==> config.mk <==
export PLATFORM = sky130hd
export DESIGN_NAME = small_language_lexer_top_flat
export DESIGN_NICKNAME = d
export VERILOG_FILES = /design/src/hw/rtl/lex_pkg.sv /design/src/hw/rtl/lex_chan_if.sv /design/src/hw/rtl/lex_scanner.sv /design/src/hw/rtl/lex_token_queue.sv /design/src/hw/rtl/small_language_lexer_top.sv /design/src/flat_wrapper.sv
export SDC_FILE = /design/constraint.sdc
export NUM_CORES = 1
export LEC_CHECK = 0
export ABC_AREA = 1
export CAP_MARGIN = 20
export CORE_ASPECT_RATIO = 0.6
export CORE_MARGIN = 5
export CORE_UTILIZATION = 40
export DETAILED_ROUTE_END_ITERATION = 10
export DONT_BUFFER_PORTS = 1
export GPL_ROUTABILITY_DRIVEN = 1
export PLACE_DENSITY_LB_ADDON = 0.12
export SETUP_SLACK_MARGIN = 0.3
export SLEW_MARGIN = 20
export SYNTH_ARGS = -nofsm -noshare
export SYNTH_HDL_FRONTEND = slang
export SYNTH_SLANG_ARGS = --single-unit
==> constraint.sdc <==
create_clock -name clock -period 5 [get_ports clock]
set_clock_uncertainty 0.15 [all_clocks]
set_input_delay 0 -clock clock [delete_from_list [all_inputs] [get_ports clock]]
set_output_delay 0 -clock clock [all_outputs]
set_load 0.01 [all_outputs]
==> src/hw/rtl/lex_pkg.sv <==
// Shared types, character constants and classification helpers for the lexer.
// No dependencies; the scanner, queue and top-level RTL files import this package.
package lex_pkg;

   localparam int MAX_TOKEN_CHARS_DEFAULT = 63;
   localparam int POSITION_BITS_DEFAULT   = 16;

   // Result queue: power of two, at least two entries
   localparam int QUEUE_DEPTH = 4;
   localparam int QUEUE_PTR_BITS = $clog2(QUEUE_DEPTH);

   localparam logic [7:0] CHAR_NUL        = 8'h00;
   localparam logic [7:0] CHAR_TAB        = 8'h09;
   localparam logic [7:0] CHAR_CR         = 8'h0D;
   localparam logic [7:0] CHAR_NEWLINE    = 8'h0A;
   localparam logic [7:0] CHAR_SPACE      = 8'h20;
   localparam logic [7:0] CHAR_HASH       = 8'h23;
   localparam logic [7:0] CHAR_UNDERSCORE = 8'h5F;
   localparam logic [7:0] CHAR_EQUALS     = 8'h3D;
   localparam logic [7:0] CHAR_PLUS       = 8'h2B;
   localparam logic [7:0] CHAR_MINUS      = 8'h2D;
   localparam logic [7:0] CHAR_LPAREN     = 8'h28;
   localparam logic [7:0] CHAR_RPAREN     = 8'h29;
   localparam logic [7:0] CHAR_LBRACE     = 8'h7B;
   localparam logic [7:0] CHAR_RBRACE     = 8'h7D;

   // Keyword "int", one character per match step
   localparam logic [2:0][7:0] KEYWORD_TEXT = {8'h74, 8'h6E, 8'h69};
   localparam logic [2:0] KW_FULL     = 3'd3;
   localparam logic [2:0] KW_MISMATCH = 3'd4;

   typedef enum logic [3:0] {
      KIND_INT    = 4'd0,
      KIND_IDENT  = 4'd1,
      KIND_ASSIGN = 4'd2,
      KIND_NUMBER = 4'd3,
      KIND_PLUS   = 4'd4,
      KIND_MINUS  = 4'd5,
      KIND_LPAREN = 4'd6,
      KIND_RPAREN = 4'd7,
      KIND_LBRACE = 4'd8,
      KIND_RBRACE = 4'd9,
      KIND_EOF    = 4'd10,
      KIND_ERROR  = 4'd11
   } token_kind_type;

   typedef struct packed {
      logic [7:0] source_byte;
   } req_word_type;

   typedef struct packed {
      token_kind_type token_kind;
      logic [15:0]    token_start;
      logic [5:0]     token_length;
      logic           length_truncated;
      logic [7:0]     bad_byte;
      logic           last_of_run;
   } rsp_word_type;

   // Up to two tokens produced by one source byte, in order
   typedef struct packed {
      logic [1:0]   count;
      rsp_word_type first;
      rsp_word_type second;
   } token_push_type;

   typedef struct packed {
      logic [QUEUE_PTR_BITS:0] count;
      logic                    has_room;
   } queue_status_type;

   function automatic logic is_alpha(input logic [7:0] b);
      return (b >= 8'h61 && b <= 8'h7A) || (b >= 8'h41 && b <= 8'h5A);
   endfunction

   function automatic logic is_digit(input logic [7:0] b);
      return b >= 8'h30 && b <= 8'h39;
   endfunction

   function automatic logic is_space(input logic [7:0] b);
      return b == CHAR_SPACE || (b >= CHAR_TAB && b <= CHAR_CR);
   endfunction

   function automatic token_kind_type symbol_kind(input logic [7:0] b);
      token_kind_type k;
      case (b)
         CHAR_EQUALS: k = KIND_ASSIGN;
         CHAR_PLUS:   k = KIND_PLUS;
         CHAR_MINUS:  k = KIND_MINUS;
         CHAR_LPAREN: k = KIND_LPAREN;
         CHAR_RPAREN: k = KIND_RPAREN;
         CHAR_LBRACE: k = KIND_LBRACE;
         CHAR_RBRACE: k = KIND_RBRACE;
         default:     k = KIND_ERROR;
      endcase
      return k;
   endfunction

endpackage

==> src/hw/rtl/lex_chan_if.sv <==
// Valid/ready channel carrying one payload word per handshake.
// Payload type is a parameter; the lexer uses lex_pkg word types.
interface lex_chan_if #(parameter type payload_type = logic);
   logic        valid;
   logic        ready;
   payload_type data;

   modport source (output valid, output data, input ready);
   modport sink (input valid, input data, output ready);
endinterface

==> src/hw/rtl/lex_scanner.sv <==
// Scanner state and single-pass next-state/token logic for one source byte.
// Depends on lex_pkg.
module lex_scanner #(
   parameter int MAX_TOKEN_CHARS = 63,
   parameter int POSITION_BITS   = 16
) (
   input  logic                    clock,
   input  logic                    reset,
   input  logic                    accept,
   input  logic [7:0]              source_byte,
   output lex_pkg::token_push_type push,
   output logic                    halted
);
   import lex_pkg::*;

   localparam int RUN_BITS = $clog2(MAX_TOKEN_CHARS + 1);
   localparam logic [RUN_BITS-1:0] RUN_MAX = RUN_BITS'(MAX_TOKEN_CHARS);

   typedef enum logic [2:0] {
      MODE_IDLE,
      MODE_IDENT,
      MODE_NUMBER,
      MODE_COMMENT,
      MODE_HALTED
   } mode_type;

   mode_type                 mode_ff, mode_in;
   logic [POSITION_BITS-1:0] pos_ff, pos_in;
   logic [POSITION_BITS-1:0] start_ff, start_in;
   logic [RUN_BITS-1:0]      run_ff, run_in;
   logic                     ovf_ff, ovf_in;
   logic [2:0]               kw_ff, kw_in;

   logic                b_alpha, b_digit, b_space, b_symbol;
   logic                continue_run, fresh, start_run, close_tok, idle_tok;
   logic [RUN_BITS-1:0] base_run;
   logic                base_ovf;
   logic [2:0]          base_kw;
   logic [31:0]         start_wide, pos_wide;
   logic [7:0]          run_wide;
   rsp_word_type        close_word, idle_word;
   token_kind_type      idle_kind;

   always_comb begin
      b_alpha  = is_alpha(source_byte);
      b_digit  = is_digit(source_byte);
      b_space  = is_space(source_byte);
      b_symbol = symbol_kind(source_byte) != KIND_ERROR;

      continue_run = (mode_ff == MODE_IDENT &&
                      (b_alpha || b_digit || source_byte == CHAR_UNDERSCORE)) ||
                     (mode_ff == MODE_NUMBER && b_digit);
      // Byte is handled as in idle mode (possibly after closing a token)
      fresh = mode_ff == MODE_IDLE ||
              ((mode_ff == MODE_IDENT || mode_ff == MODE_NUMBER) && !continue_run) ||
              (mode_ff == MODE_COMMENT &&
               (source_byte == CHAR_NEWLINE || source_byte == CHAR_NUL));
      start_run = fresh && (b_alpha || b_digit);

      close_tok = (mode_ff == MODE_IDENT || mode_ff == MODE_NUMBER) && !continue_run;
      idle_tok  = fresh && (source_byte == CHAR_NUL ||
                  !(b_space || b_alpha || b_digit || source_byte == CHAR_HASH));

      base_run = start_run ? '0 : run_ff;
      base_ovf = start_run ? 1'b0 : ovf_ff;
      base_kw  = start_run ? 3'd0 : kw_ff;

      mode_in  = mode_ff;
      pos_in   = pos_ff;
      start_in = start_run ? pos_ff : start_ff;
      run_in   = run_ff;
      ovf_in   = ovf_ff;
      kw_in    = kw_ff;

      if (continue_run || start_run) begin
         if (base_run < RUN_MAX) begin
            run_in = base_run + RUN_BITS'(1);
            ovf_in = base_ovf;
         end else begin
            run_in = base_run;
            ovf_in = 1'b1;
         end
         if (base_kw < KW_FULL && source_byte == KEYWORD_TEXT[base_kw[1:0]]) begin
            kw_in = base_kw + 3'd1;
         end else begin
            kw_in = KW_MISMATCH;
         end
      end

      if (fresh) begin
         if (source_byte == CHAR_NUL || b_space || b_symbol) begin
            mode_in = MODE_IDLE;
         end else if (b_alpha) begin
            mode_in = MODE_IDENT;
         end else if (b_digit) begin
            mode_in = MODE_NUMBER;
         end else if (source_byte == CHAR_HASH) begin
            mode_in = MODE_COMMENT;
         end else begin
            mode_in = MODE_HALTED;
         end
      end

      if (mode_ff != MODE_HALTED) begin
         pos_in = (fresh && source_byte == CHAR_NUL) ? '0 :
                  pos_ff + POSITION_BITS'(1);
      end

      start_wide = 32'(start_ff);
      pos_wide   = 32'(pos_ff);
      run_wide   = 8'(run_ff);

      close_word.token_kind       = (mode_ff == MODE_NUMBER) ? KIND_NUMBER :
                                    (kw_ff == KW_FULL) ? KIND_INT : KIND_IDENT;
      close_word.token_start      = start_wide[15:0];
      close_word.token_length     = run_wide[5:0];
      close_word.length_truncated = ovf_ff;
      close_word.bad_byte         = '0;
      close_word.last_of_run      = !idle_tok;

      idle_kind = (source_byte == CHAR_NUL) ? KIND_EOF : symbol_kind(source_byte);
      idle_word.token_kind       = idle_kind;
      idle_word.token_start      = pos_wide[15:0];
      idle_word.token_length     = (source_byte == CHAR_NUL) ? 6'd0 : 6'd1;
      idle_word.length_truncated = 1'b0;
      idle_word.bad_byte         = (idle_kind == KIND_ERROR) ? source_byte : 8'd0;
      idle_word.last_of_run      = 1'b1;

      push.second = idle_word;
      if (close_tok) begin
         push.first = close_word;
      end else begin
         push.first = idle_word;
      end
      if (!accept || mode_ff == MODE_HALTED) begin
         push.count = 2'd0;
      end else begin
         push.count = 2'(close_tok) + 2'(idle_tok);
      end

      halted = mode_ff == MODE_HALTED;
   end

   always_ff @(posedge clock) begin
      if (reset) begin
         mode_ff  <= MODE_IDLE;
         pos_ff   <= '0;
         start_ff <= '0;
         run_ff   <= '0;
         ovf_ff   <= 1'b0;
         kw_ff    <= 3'd0;
      end else if (accept) begin
         mode_ff  <= mode_in;
         pos_ff   <= pos_in;
         start_ff <= start_in;
         run_ff   <= run_in;
         ovf_ff   <= ovf_in;
         kw_ff    <= kw_in;
      end
   end

endmodule

==> src/hw/rtl/lex_token_queue.sv <==
// Small result queue: takes up to two tokens per cycle, delivers at most one.
// Depends on lex_pkg.
module lex_token_queue (
   input  logic                      clock,
   input  logic                      reset,
   input  lex_pkg::token_push_type   push,
   input  logic                      pop,
   output lex_pkg::rsp_word_type     head_word,
   output lex_pkg::queue_status_type status
);
   import lex_pkg::*;

   rsp_word_type entries_ff [QUEUE_DEPTH];

   logic [QUEUE_PTR_BITS-1:0] wr_ptr_ff, wr_ptr_in;
   logic [QUEUE_PTR_BITS-1:0] rd_ptr_ff, rd_ptr_in;
   logic [QUEUE_PTR_BITS:0]   count_ff, count_in;
   logic [QUEUE_PTR_BITS-1:0] wr_next;

   always_comb begin
      wr_next   = wr_ptr_ff + QUEUE_PTR_BITS'(1);
      wr_ptr_in = wr_ptr_ff + QUEUE_PTR_BITS'(push.count);
      rd_ptr_in = rd_ptr_ff + QUEUE_PTR_BITS'(pop);
      count_in  = count_ff + (QUEUE_PTR_BITS + 1)'(push.count) -
                  (QUEUE_PTR_BITS + 1)'(pop);

      head_word       = entries_ff[rd_ptr_ff];
      status.count    = count_ff;
      // Room for a byte that closes a token and emits a second one
      status.has_room = count_ff <= (QUEUE_PTR_BITS + 1)'(QUEUE_DEPTH - 2);
   end

   always_ff @(posedge clock) begin
      if (push.count != 2'd0) begin
         entries_ff[wr_ptr_ff] <= push.first;
      end
      if (push.count == 2'd2) begin
         entries_ff[wr_next] <= push.second;
      end
   end

   always_ff @(posedge clock) begin
      if (reset) begin
         wr_ptr_ff <= '0;
         rd_ptr_ff <= '0;
         count_ff  <= '0;
      end else begin
         wr_ptr_ff <= wr_ptr_in;
         rd_ptr_ff <= rd_ptr_in;
         count_ff  <= count_in;
      end
   end

endmodule

==> src/hw/rtl/small_language_lexer_top.sv <==
// Lexer top level: scanner state machine feeding a four-word result queue.
// A token is written into the result queue by the byte that completes it, then offered on rsp_if.
// Throughput: one source byte per cycle; a byte emits up to two tokens, and the single-word
//   result port drains at most one per cycle, so req_if.ready drops while the queue holds three or more.
// Reset (synchronous, active high): idle mode, position zero, queue empty.
// Depends on lex_pkg, lex_chan_if, lex_scanner, lex_token_queue.
module small_language_lexer_top #(
   parameter int MAX_TOKEN_CHARS = lex_pkg::MAX_TOKEN_CHARS_DEFAULT,
   parameter int POSITION_BITS   = lex_pkg::POSITION_BITS_DEFAULT
) (
   input logic        clock,
   input logic        reset,
   lex_chan_if.sink   req_if,
   lex_chan_if.source rsp_if
);
   import lex_pkg::*;

   req_word_type     req_word;
   rsp_word_type     head_word;
   token_push_type   push;
   queue_status_type queue_status;
   logic             req_accept, rsp_accept, halted;

   assign req_word     = req_if.data;
   assign req_if.ready = queue_status.has_room;
   assign req_accept   = req_if.valid && queue_status.has_room;

   assign rsp_if.valid = queue_status.count != '0;
   assign rsp_if.data  = head_word;
   assign rsp_accept   = rsp_if.valid && rsp_if.ready;

   lex_scanner #(
      .MAX_TOKEN_CHARS(MAX_TOKEN_CHARS),
      .POSITION_BITS  (POSITION_BITS)
   ) u_scanner (
      .clock      (clock),
      .reset      (reset),
      .accept     (req_accept),
      .source_byte(req_word.source_byte),
      .push       (push),
      .halted     (halted)
   );

   lex_token_queue u_queue (
      .clock    (clock),
      .reset    (reset),
      .push     (push),
      .pop      (rsp_accept),
      .head_word(head_word),
      .status   (queue_status)
   );

   a_queue_bound: assert property (@(posedge clock) disable iff (reset)
      queue_status.count <= (QUEUE_PTR_BITS + 1)'(QUEUE_DEPTH))
      else $error("result queue over capacity");

   a_halt_sticky: assert property (@(posedge clock) disable iff (reset)
      halted |=> halted)
      else $error("halt released without reset");

   a_halt_silent: assert property (@(posedge clock) disable iff (reset)
      halted |-> push.count == 2'd0)
      else $error("token emitted while halted");

   a_pair_closes_run: assert property (@(posedge clock) disable iff (reset)
      push.count == 2'd2 |-> (push.first.token_kind == KIND_INT ||
                              push.first.token_kind == KIND_IDENT ||
                              push.first.token_kind == KIND_NUMBER))
      else $error("two tokens from one byte without a closed run");

endmodule

==> src/flat_wrapper.sv <==
// flat-port wrapper written by rule: the top's interface ports become plain ports
module small_language_lexer_top_flat import lex_pkg::*;
#(
   parameter int MAX_TOKEN_CHARS = lex_pkg::MAX_TOKEN_CHARS_DEFAULT,
   parameter int POSITION_BITS   = lex_pkg::POSITION_BITS_DEFAULT
)
  (clock, reset, req_if_valid, req_if_data, req_if_ready, rsp_if_valid, rsp_if_data, rsp_if_ready);
  lex_chan_if #(.payload_type(req_word_type)) req_if_i ();
  lex_chan_if #(.payload_type(rsp_word_type)) rsp_if_i ();
  input logic clock;
  input logic reset;
  input wire logic [$bits(req_if_i.valid)-1:0] req_if_valid;
  input wire logic [$bits(req_if_i.data)-1:0] req_if_data;
  output wire logic [$bits(req_if_i.ready)-1:0] req_if_ready;
  output wire logic [$bits(rsp_if_i.valid)-1:0] rsp_if_valid;
  output wire logic [$bits(rsp_if_i.data)-1:0] rsp_if_data;
  input wire logic [$bits(rsp_if_i.ready)-1:0] rsp_if_ready;
  assign req_if_i.valid = req_if_valid;
  assign req_if_i.data = req_if_data;
  assign req_if_ready = req_if_i.ready;
  assign rsp_if_valid = rsp_if_i.valid;
  assign rsp_if_data = rsp_if_i.data;
  assign rsp_if_i.ready = rsp_if_ready;
  small_language_lexer_top #(.MAX_TOKEN_CHARS(MAX_TOKEN_CHARS), .POSITION_BITS(POSITION_BITS)) u_core (.clock(clock), .reset(reset), .req_if(req_if_i), .rsp_if(rsp_if_i));
endmodule
== After elaboration in Yosys (flattened, before gate mapping) ==
Memories as Yosys holds them, arrays and structs flattened. A register that Yosys moved wholly into a read port is not among the register bits.
Index checks and enable logic that the tools add are counted.

* Bits in writable memories: 144
* Input bits: 12
* Register bits: 52
* Memories: 1
* Word-level logic and storage cells: 123

{| class="wikitable"
|+ Memories
! memory !! words !! bits a word !! read ports !! clocked after memory_dff !! wr ports !! RTL line !! RTL
|-
| u_core.u_queue.entries_ff || 4 || 36 || 1 || 1 || 2 || lex_token_queue.sv:13 || <nowiki>rsp_word_type entries_ff [QUEUE_DEPTH];</nowiki>
|}

* Eq/ne operators: 22
* Mux-type cells: 26
* Order comparisons: 12
* $add $sub $neg: 9
* Reductions and logical operators: 44

{| class="wikitable"
|+ Operators by type and width
! kind !! number
|-
| == test 8 x 6 -> 1 bit, second input constant || 7
|-
| 2-to-1 mux 36 bit || 1
|-
| case mux 4 bit (7 select lines) || 1
|-
| == test 8 x 7 -> 1 bit, second input constant || 3
|-
| 2-to-1 mux 3 bit || 6
|-
| logical OR 1 bit || 17
|-
| adder 16 x 1 -> 16 bit, second input constant || 1
|-
| binary-select mux 8 bit (select 2 bit) || 1
|-
| >= comparator 8 x 7 -> 1 bit, second input constant || 2
|-
| less-or-equal comparator 8 x 7 -> 1 bit, second input constant || 2
|-
| 2-to-1 mux 16 bit || 1
|-
| 2-to-1 mux 8 bit || 2
|-
| logical AND 1 bit || 14
|-
| 2-to-1 mux 6 bit || 2
|-
| == test 3 x 2 -> 1 bit, second input constant || 3
|-
| == test 8 x 4 -> 1 bit, second input constant || 1
|-
| == test 8 bit || 1
|-
| >= comparator 8 x 4 -> 1 bit, second input constant || 1
|-
| >= comparator 8 x 6 -> 1 bit, second input constant || 1
|-
| less-or-equal comparator 8 x 4 -> 1 bit, second input constant || 1
|-
| less-or-equal comparator 8 x 6 -> 1 bit, second input constant || 1
|-
| logical NOT 8 bit || 1
|-
| 2-to-1 mux 1 bit || 8
|-
| AND reduction 2 bit || 4
|-
| 26 further kinds || 31
|}

== Longest topological paths before layout ==
Gate-level depths: netlist of run 1.

* Depth in word-level cells: 18
* Depth in mapped cells: 26
* Gate-level depth less buffers: 24

== By module ==
A second synthesis of run 1 with hierarchy kept.

* Cells, all modules: 1,303
* Area total of the unflattened synthesis: 10,990.5 um2

{| class="wikitable"
|+ Modules (own cells, without submodules)
! module !! area each (um2) !! times used !! cells an instance
|-
| lex_token_queue || 8,012.7 || 1 || 834
|-
| lex_scanner || 2,944.1 || 1 || 462
|-
| small_language_lexer_top || 33.8 || 1 || 7
|}

== Worst setup path before layout of run 1 ==
No wires, ideal clock.

* Path type: register -> register
* Start point: register u_core.u_scanner.mode_ff[0]
* End point: memory u_core.u_queue.entries_ff[1][1] in the netlist's numbering, data pin
* Stages on the path, launching flop included: 17
* Required time: 4,587 ps
* Arrival time: 3,122 ps
* Path slack: 1,465 ps
* Cells stage by stage: dfxtp_1 -> inv_1 -> nor3_1 -> or2_2 -> nand3_2 -> buf_4 -> inv_1 -> buf_2 -> ha_1 -> inv_1 -> nor2_1 -> nor2_1 -> inv_2 -> nand2_1 -> nand2_1 -> nand2_2 -> nor2_1

{| class="wikitable"
|+ RTL lines
! item !! RTL line !! RTL
|-
| start: declaration || lex_scanner.sv:27 || <nowiki>mode_type mode_ff, mode_in;</nowiki>
|-
| start signal: assignment || lex_scanner.sv:153 || <nowiki>mode_ff <= mode_in;</nowiki>
|-
| end: declaration || lex_token_queue.sv:13 ||
|}

==> run summary, run 1 <==
Status: complete, no violations
FP Rows: 43
Clock-pin slew on the worst setup and hold paths: 0.08 ns
Clock sink total: 196
Register area share after synthesis: 0.5404
Warnings from Yosys: 0
Final Hold Vio Count: 0
Antenna cells: 0
RSZ-0062 raised after global routing: no
Worst hold path type: input port to flip-flop
Area after DPL: 9704 um^2
Slew Viols, Final: 0
Crit path from: req_if_data[0]
P_sw: 2.105 mW
Die Span X: 208 um
Synthesized instance count: 1060
Worst Setup End Kind: flip-flop
P&R area growth vs syn: 11.22%
Final ANT Viol Nets: 0
I/O pin cnt: 50
Total core area: 23130 um^2
Critical Path RT: 5.18 ns
Drt initial violations: 780
Post-CTS sizing: 0
Relative max-transition margin: 0.4050
Final Cell Area: 10470 um^2
Vias in the first global route: 7007
Final setup violation count: 0
Post-synth cell types: 52
Worst hold margin: 0.08296 ns
Main synth FF type: edfxtp_1
Tcrit/Tclk final: 0.8632
Starting Density: 0.4067
Peak VDD IR: 0.3430 mV
Routability cong.: 0.8105
Worst-Margin Slew: 0.8832 ns
Initial antenna violation count: 0
Max-cap violations: 0
Critical path destination: u_core.u_queue.entries_ff[0][15]
Layout cell share with drive strength beyond 1: 0.08667
Cell area after synthesis: 9409 um^2
Residual DRC count: 0
R2r startpoint: u_core.u_scanner.mode_ff[1]
Die height: 128.8 um
Data arrival time of the critical path: 4.49 ns
Die footprint: 26790 um^2
Clock root buffer master: clkbuf_16
#FFs+latches synth: 196
Maximum clock rate: 0.2317 GHz
CTS tree: yes
Worst R2R End: u_core.u_queue.entries_ff[0][15]
Cell Pwr Density: 505.8 nW/um^2
Startpoint Class: input port
Total CTS buffers: 17
Routed WL per cell: 20.31 um
Slack of the worst reg-to-reg path: 1.18 ns
TNS Setup: 0 ns
First-pass GRT wire length: 43360 um
Quantity of I/O buffers inserted on ports: 0
Post-Route WL: 28190 um
FFs w/ async S/R, synth: 0
Vias per cell: 5.547
GR Overflow Total: 0
Proportion of power drawn by combinational gates: 0.338
Tot GR Track Use: 0.2095
EDFF count, synth: 116
Syn avg cell area: 8.876 um^2
Pwr Total: 5.294 mW
CP Class: input port to flip-flop
DP Wirelength: 18730 um
Internal Power: 3.188 mW
Number of H-tree levels: 4
Reg2reg path depth: 18
Pin count of the biggest net entering global routing: 66
Maximum net fanout on the critical path: 31
Pleak: 3.899 nW
DR vias: 7699
Initial DRT Pass Iterations: 5
Fin nets: 1086
Reg power frac: 0.404
Clock share of power: 0.258
Net Sw Frac: 0.3977
Clock Latency Late Sink: 0.43 ns
CTS max path bufs: 2
Min Tclk post-route: 4.316 ns
Post-Synthesis Net Count: 1086
[layer usage]
layer | vias up | GRT usage | part of all wire
li1 | 3716 | - | -
met1 | 3700 | 0.3515 | 0.53
met2 | 270 | 0.2711 | 0.38
met3 | 13 | 0.04313 | 0.077
met4 | 0 | 0.04014 | 0.0064
met5 | - | 0 | 0
[cell type report]
cell class,instances,area (um^2)
Clock buffer,19,464.2
Clock inverter,13,111.4
Fill cell,2251,12670
Inverter,93,349.1
Multi-Input combinational cell,716,3710
Sequential cell,196,5086
Tap cell,315,394.1
Timing Repair Buffer,36,350.3
[stage by stage]
stage	cells	utilization	worst slack, ns
floorplan	1060	-	1.465
global placement	1337	0.4195	1.305
detailed placement	1337	0.4195	1.230
CTS	1387	0.4521	0.7685
global route	1388	0.4524	0.3426
finish	1388	0.4524	0.6841
[cells by family after synthesis]
logic type | after synthesis | synth area share
xor+xnor | 11 | 0.01024
fa+ha+maj | 14 | 0.01942
compound gates | 299 | 0.1830
flops | 196 | 0.5404
simple gates | 392 | 0.1816
buf+inv | 148 | 0.06529
[power by group through the flow]
stage               logic (mW)  clock network [mW]  registers [mW]
global route              1.98                1.45            2.17
global placement          1.76                   0            2.18
floorplan                 1.29                   0            2.12
CTS                       1.79                1.38            2.14
finish                    1.79                1.36            2.14
detailed placement        1.76                   0            2.17
[cell usage in the layout, fill, tap and decap left out, types with 3 or more instances in the layout]
cell and instances:
inv_6 4, nand2_1 150, inv_1 82, o21ai_0 126, nor2_1 150, inv_8 3, buf_4 14, xor2_1 6
nand3_2 4, nand4_1 7, nand2_2 9, inv_2 9, nor3_1 12, xnor2_1 5, dlygate4sd3_1 18, dfxtp_1 79
nor2_2 7, clkinv_2 4, o22ai_1 113, a31oi_1 3, nor2_4 3, edfxtp_1 116, o211ai_1 3, clkbuf_16 18
buf_12 3, a21oi_1 38, nand3_1 36, ha_1 13
[what timing repair did]
| item | 4_1_cts | 5_1_grt |
|---|---|---|
| hold endpoints to repair | 72 | 24 |
| buffers inserted | 0 | 0 |
| hold buffers | 18 | 1 |
[flip-flops by register name, summed over array words and instances (netlist names)]
register / flops
u_core.u_queue.count_ff: 3
u_core.u_queue.entries_ff: 144
u_core.u_queue.rd_ptr_ff: 2
u_core.u_queue.wr_ptr_ff: 2
u_core.u_scanner.kw_ff: 3
u_core.u_scanner.mode_ff: 3
u_core.u_scanner.ovf_ff: 1
u_core.u_scanner.pos_ff: 16
u_core.u_scanner.run_ff: 6
u_core.u_scanner.start_ff: 16
[synthesized netlist by cell type (3+ instances only)]
| library cell | instances | area [um^2] |
|---|---|---|
| nand2_2 | 9 | 56.30 |
| o211ai_1 | 3 | 22.52 |
| inv_1 | 82 | 307.8 |
| nand4_1 | 7 | 43.79 |
| clkinv_1 | 3 | 11.26 |
| a31oi_1 | 3 | 18.77 |
| xnor2_1 | 5 | 43.79 |
| edfxtp_1 | 116 | 3483 |
| buf_6 | 5 | 56.30 |
| nor2_2 | 7 | 43.79 |
| o22ai_1 | 113 | 706.9 |
| xor2_1 | 6 | 52.55 |
| nand2_1 | 150 | 563.0 |
| nor3_1 | 12 | 60.06 |
| o21ai_0 | 126 | 630.6 |
| clkbuf_1 | 31 | 116.4 |
| buf_1 | 4 | 15.01 |
| inv_2 | 8 | 30.03 |
| nor2_4 | 3 | 33.78 |
| nand3_2 | 4 | 40.04 |
| a21oi_1 | 38 | 190.2 |
| nor2_1 | 150 | 563.0 |
| dfxtp_1 | 80 | 1602 |
| ha_1 | 13 | 162.7 |
| buf_2 | 14 | 70.07 |
| nand3_1 | 36 | 180.2 |
[how the worst min path moves through the flow]
stage | startpoint | slack [ns] | depth (start not counted) | to
2_1_floorplan | req_if_data[3] | 0.08 | 3 | u_core.u_scanner.kw_ff[0]
3_3_place_gp | reset | -0.08 | 1 | u_core.u_queue.rd_ptr_ff[0]
3_5_place_dp | reset | -0.08 | 1 | u_core.u_queue.rd_ptr_ff[0]
4_1_cts | req_if_data[4] | 0.05 | 4 | u_core.u_queue.entries_ff[1][10]
5_1_grt | req_if_data[4] | 0.10 | 4 | u_core.u_queue.entries_ff[0][10]
6_report | req_if_data[0] | 0.08 | 6 | u_core.u_scanner.pos_ff[1]
[critical path, stage by stage]
cell,delay [ns]
dlygate4sd3_1,0.72
nand2_1,0.16
nand2_1,0.08
nand3_1,0.07
dlygate4sd3_1,0.59
nand3b_2,0.12
nand3_2,0.09
nand2_2,0.07
nand3_2,0.08
inv_1,0.28
ha_1,0.21
inv_1,0.07
nor2_4,0.13
inv_1,0.08
nor2_2,0.17
inv_1,0.07
nor2_2,0.17
inv_1,0.37
nand2_1,0.15
buf_4,0.41
inv_1,0.22
nand2_1,0.10
o21ai_0,0.08
(Power assumes the default switching activity.)
==> run 2: changes to the inputs <==
CTS_BUF_LIST = sky130_fd_sc_hd__clkbuf_4 sky130_fd_sc_hd__clkbuf_8   (was unset)
==> run 2 against run 1 <==
  * Cell area fell by 1.1%
  * Clock power fell by 24%
  * Combinational power barely moved
  * Final cell count rose by 0.29%
  * First-iteration DRC count rose by 19%
  * Wire length fell by 0.37%
  * Critical path type unchanged
==> run summary, run 2 (synthesis gave the netlist of run 1 again) <==
Status: complete, no violations
Slew Viols, Final: 0 (unchanged)
DR vias: 7742 (+0.56%)
Max-cap violations: 0 (unchanged)
P&R area growth vs syn: 9.973%
Worst Setup End Kind: flip-flop
Worst hold margin: 0.1297 ns (+0.04671 ns)
Number of cells on the critical path: 22 (-4.3%)
Starting Density: 0.4067 (unchanged)
Vias in the first global route: 7019 (+0.17%)
Maximum net fanout on the critical path: 11 (-65%)
Final Hold Vio Count: 0 (unchanged)
Cell Pwr Density: 481.5 nW/um^2 (-4.8%)
Pleak: 3.848 nW (-1.3%)
Final setup violation count: 0 (unchanged)
I/O pin cnt: 50 (unchanged)
Commonest non-fill, non-tap cell in the layout: nor2_1
Most frequent cells in the layout: nor2_1 (150), nand2_1 (149), o21ai_0 (126)
Crit path max-delay family: buffers and inverters
Vias per cell: 5.562 (+0.27%)
Min Tclk post-route: 4.384 ns (+0.06763 ns)
CTS tree: yes
CP Class: input port to flip-flop
Final ANT Viol Nets: 0 (unchanged)
GR Overflow Total: 0 (unchanged)
Total CTS buffers: 17 (unchanged)
Clock sink total: 196 (unchanged)
Multi-input logic area: 3721 um^2 (+0.30%)
Routability cong.: 0.8105 (unchanged)
Tcrit/Tclk final: 0.8767 (+0.01353)
Clock-pin slew on the worst setup and hold paths: 0.10 ns (+0.02 ns)
Total core area: 23130 um^2 (unchanged)
Quantity of I/O buffers inserted on ports: 0 (unchanged)
WHS Path Cells: 9 (+3)
Maximum clock rate: 0.2281 GHz (-1.5%)
Worst hold path type: input port to flip-flop
Slowest stage delay, CP: 0.65 ns (-0.07 ns)
Worst-Margin Slew: 0.9531 ns (+0.06992 ns)
Layout fillers: 2270 (+0.84%)
FP Rows: 43 (unchanged)
TNS Setup: 0 ns (unchanged)
Antenna cells: 0 (unchanged)
CTS max path bufs: 2 (unchanged)
Relative max-transition margin: 0.3579 (-0.04711)
CP max stage cell: dlygate4sd3_1
Max reg flops: 144 (unchanged)
Tot GR Track Use: 0.2097 (about the same)
Peak VDD IR: 0.2698 mV (-21%)
Routed WL per cell: 20.17 um (-0.66%)
Most frequent CP cell: dlygate4sd3_1
Initial antenna violation count: 0 (unchanged)
Postcts setup bufs: 0 (unchanged)
Post-Route WL: 28080 um (-0.37%)
Residual DRC count: 0 (unchanged)
Worst Path Buf+Inv: 5 (-4)
Drt initial violations: 931 (+19%)
Layout cell share with drive strength beyond 1: 0.08821 (+0.001535)
DP Wirelength: 18730 um (unchanged)
Cell breakdown of the critical path: dlygate4sd3_1 -> nand2_1 -> nand2_1 -> nand3_1 -> dlygate4sd3_1 -> nand3b_2 -> nand3_2 -> nand2_2 -> nand3_2 -> nand2_2 -> nand2_4 -> nand2_2 -> inv_1 -> ha_1 -> nand3b_1 -> a221oi_1 -> nand4_1 -> dlygate4sd3_1 -> a21oi_2 -> nand4_1 -> dlygate4sd3_1 -> a21oi_1
Clock root buffer master: clkbuf_8
Die height: 128.8 um (unchanged)
Clock Latency Late Sink: 0.48 ns (+0.05 ns)
Data arrival time of the critical path: 4.65 ns (+0.16 ns)
Die Span X: 208 um (unchanged)
First-pass GRT wire length: 43330 um (about the same)
FF+latch area: 5086 um^2 (unchanged)
Largest regs: u_core.u_queue.entries_ff x144, u_core.u_scanner.pos_ff x16, u_core.u_scanner.start_ff x16
Critical Path RT: 5.27 ns (+0.09 ns)
Startpoint Class: input port
Pin count of the biggest net entering global routing: 66 (unchanged)
Number of H-tree levels: 4 (unchanged)
RSZ-0062 raised after global routing: no
Die footprint: 26790 um^2 (unchanged)
Reg2reg path depth: 17 (-1)
Fin nets: 1090 (+0.37%)
Initial DRT Pass Iterations: 5 (unchanged)
Largest Register: u_core.u_queue.entries_ff
[run 2: layout make-up]
class | instances | area share
inverter | 93 | 0.03374
sequential | 196 | 0.4915
timing repair buffer | 40 | 0.03942
tap | 315 | 0.03809
clock inverter | 14 | 0.01366
clock buffer | 18 | 0.02394
multi-input combinational | 716 | 0.3596
[run 2: worst paths after layout]
kind         slack [ns]                            end                     startpoint
min                0.13        u_core.u_scanner.ovf_ff                 req_if_data[5]
min reg2reg        0.32  u_core.u_scanner.start_ff[11]  u_core.u_scanner.start_ff[11]
max reg2reg        0.93      u_core.u_scanner.kw_ff[0]    u_core.u_scanner.mode_ff[1]
max                0.62      u_core.u_scanner.kw_ff[0]                 req_if_data[1]
[run 2: per-layer routing]
| metal | global-route usage | vias up | wire, um |
|---|---|---|---|
| met1 | 0.3522 | 3679 | 14910 |
| met3 | 0.04508 | 16 | 2363 |
| met2 | 0.2703 | 329 | 10610 |
| met5 | 0 | - | 0 |
| met4 | 0.03821 | 0 | 206 |
| li1 | - | 3718 | - |
[run 2: where the power goes]
group	switching [mW]	internal (mW)	total (mW)
clock network	0.616	0.425	1.04
registers	0.125	2.01	2.14
logic	1.32	0.481	1.80
[run 2: tightest hold or removal path, cell delays in order]
cell     delay (ns)
nor3_1         0.03
nand2_1        0.07
nand3_2        0.08
nand2_2        0.07
nand2_1        0.05
nand2_1        0.08
nand2_2        0.18
nand2_1        0.13
a21oi_1        0.05
[run 2: what timing repair did]
item	in CTS	in global routing
endpoints found under the setup margin	0	1
hold buffers	23	0
resized for setup	0	4
endpoints found under the hold margin	83	0
[run 2: through the flow]
stage	power (mW)	cell area, um^2	util	std cells	setup slack (ns)
after floorplan	3.416	9409	-	1060	1.465
after global placement	3.932	9704	0.4195	1337	1.305
after detailed placement	3.933	9704	0.4195	1337	1.230
after CTS	4.994	10330	0.4467	1392	0.3981
after global routing	5.296	10350	0.4473	1392	0.3770
final	4.982	10350	0.4473	1392	0.6165
==> run 3: changes to the inputs <==
CORE_MARGIN = unset   (was 5)
==> run 3 against run 2 <==
  * Sequential share of layout area is 0.32 points higher
  * Setup slack gained 0.055 ns
  * Global-route usage is 2.8 points higher
  * Sequential power is essentially flat
  * Wire length is 1.5% lower
==> run summary, run 3 (synthesis gave the netlist of run 1 again) <==
Status: complete, no violations
Most frequent CP cell: nor2_1
Met1 Wirelength: 14290 um (-4.1%)
Final setup violation count: 0 (unchanged)
Min Tclk post-route: 4.329 ns (-0.05483 ns)
Layout cell share with drive strength beyond 1: 0.08635 (-0.001857)
Routed WL per cell: 19.87 um (-1.5%)
Max-cap violations: 0 (unchanged)
Antenna cells: 0 (unchanged)
GR Overflow Total: 0 (unchanged)
Cell breakdown of the critical path: dlygate4sd3_1 -> nor2_2 -> dlygate4sd3_1 -> inv_1 -> nor3_4 -> inv_1 -> nor3_1 -> nor2_1 -> nand2_1 -> nor2_1 -> ha_1 -> inv_1 -> nor2_1 -> nor2_1 -> nor2_1 -> inv_1 -> nand2_1 -> buf_4
Maximum clock rate: 0.2310 GHz (+1.3%)
Clock root buffer master: clkbuf_8
CTS max path bufs: 2 (unchanged)
Met2 routed WL: 10290 um (-3.0%)
Data arrival time of the critical path: 4.34 ns (-0.31 ns)
DP Wirelength: 18520 um (-1.1%)
Quantity of I/O buffers inserted on ports: 0 (unchanged)
Initial antenna violation count: 0 (unchanged)
CTS tree: yes
Cell Pwr Density: 481.2 nW/um^2 (about the same)
P&R area growth vs syn: 9.269%
Clock-pin slew on the worst setup and hold paths: 0.09 ns (about the same)
DR vias: 7745 (+0.039%)
Peak VDD IR: 0.2435 mV (-9.7%)
I/O pin cnt: 50 (unchanged)
Critical Path RT: 5.01 ns (-0.26 ns)
Slew Viols, Final: 0 (unchanged)
Slowest stage delay, CP: 0.60 ns (-0.05 ns)
CP Class: input port to flip-flop
TNS Setup: 0 ns (unchanged)
Worst hold path type: input port to flip-flop
Utilization after layout: 0.4454 (-0.001831)
CP max stage cell: dlygate4sd3_1
Vias in the first global route: 6897 (-1.7%)
Die footprint: 24160 um^2 (-9.8%)
Routability cong.: 0.8497 (+4.8%)
FP Rows: 43 (unchanged)
Total core area: 23080 um^2 (-0.23%)
Maximum net fanout on the critical path: 20 (+9)
Clock sink total: 196 (unchanged)
Pin count of the biggest net entering global routing: 74 (+12%)
Fin nets: 1090 (unchanged)
Pleak: 3.811 nW (-0.97%)
Tot GR Track Use: 0.2379 (+0.02819)
Final Hold Vio Count: 0 (unchanged)
Total CTS buffers: 17 (unchanged)
Die Span X: 200 um (-3.8%)
Tcrit/Tclk final: 0.8657 (-0.01097)
Max Used Layer: met4
Drt initial violations: 900 (-3.3%)
RSZ-0062 raised after global routing: no
Largest regs: u_core.u_queue.entries_ff x144, u_core.u_scanner.pos_ff x16, u_core.u_scanner.start_ff x16
Clock Latency Late Sink: 0.48 ns (about the same)
Number of H-tree levels: 4 (unchanged)
Largest Register: u_core.u_queue.entries_ff
Post-Route WL: 27660 um (-1.5%)
Final ANT Viol Nets: 0 (unchanged)
Initial DRT Pass Iterations: 8 (+3)
Max reg flops: 144 (unchanged)
Met3 WL post-DR: 2902 um (+23%)
Worst-Margin Slew: 1.007 ns (+0.05415 ns)
First-pass GRT wire length: 42520 um (-1.9%)
Relative max-transition margin: 0.3214 (-0.03648)
Starting Density: 0.4077 (+0.0009480)
Die height: 120.8 um (-6.2%)
Most frequent cells in the layout: nor2_1 (150), nand2_1 (150), o21ai_0 (126)
Worst Setup End Kind: flip-flop
Residual DRC count: 0 (unchanged)
Startpoint Class: input port
Vias per cell: 5.564 (about the same)
## run 3: cell count changes in the layout (fill, tap and decap cells not counted), moves of 2 or more
cell,delta
buf_12,-3
clkinv_2,-2
buf_4,+3
inv_8,-2
clkbuf_4,+3
clkinv_4,+2
## run 3: repair_timing
| item | 4_1_cts | 5_1_grt |
|---|---|---|
| buffers inserted | 0 | 0 |
| hold buffers | 21 | 1 |
| resized for setup | 0 | 0 |
| endpoints found under the hold margin | 80 | 24 |
## run 3: layer usage
| layer | vias up | track usage |
|---|---|---|
| li1 | 3724 | - |
| met5 | - | 0 |
| met1 | 3666 | 0.4091 |
| met4 | 0 | 0.04437 |
| met3 | 19 | 0.04714 |
| met2 | 336 | 0.2908 |
## run 3: final cells by class
type | count | area (um^2)
Multi-Input combinational cell | 716 | 3710
Clock inverter | 12 | 122.6
Tap cell | 315 | 394.1
Fill cell | 2215 | 12800
Inverter | 93 | 349.1
Sequential cell | 196 | 5086
Timing Repair Buffer | 40 | 362.8
Clock buffer | 20 | 256.5
## run 3: path summary, 6_finish.rpt
check | endpoint | cells past startpoint | slack, ns | startpoint
worst min register to register | u_core.u_scanner.start_ff[9] | 2 | 0.31 | u_core.u_scanner.start_ff[9]
worst max register to register | u_core.u_queue.entries_ff[3][31] | 13 | 1.09 | u_core.u_scanner.mode_ff[1]
worst max-delay path | u_core.u_queue.entries_ff[3][31] | 18 | 0.67 | req_if_data[7]
worst min-delay path | u_core.u_scanner.pos_ff[1] | 6 | 0.03 | req_if_data[0]
## run 3: power breakdown
| group | switching [mW] | total (mW) | internal, mW |
|---|---|---|---|
| registers | 0.115 | 2.13 | 2.01 |
| logic | 1.33 | 1.80 | 0.467 |
| clock network | 0.599 | 1.02 | 0.421 |
| total | 2.04 | 4.95 | 2.90 |
## run 3: critical path, delay by kind of cell
family                   cells  cell delay (ns)
AND/OR/NAND/NOR             10             2.05
buffers and inverters        7             1.97
adder cells (fa/ha/maj)      1             0.30
## run 3: metrics by stage
step	hold slack (ns)	area [um^2]	total power, mW	setup WS (ns)	std cells
detailed placement	-0.07718	9687	3.926	1.177	1338
global placement	-0.08003	9687	3.915	1.225	1338
floorplan	0.07655	9409	3.416	1.465	1060
global route	0.1182	10280	5.245	0.4218	1392
finish	0.03244	10280	4.947	0.6713	1392
CTS	0.005619	10280	4.953	0.7894	1391
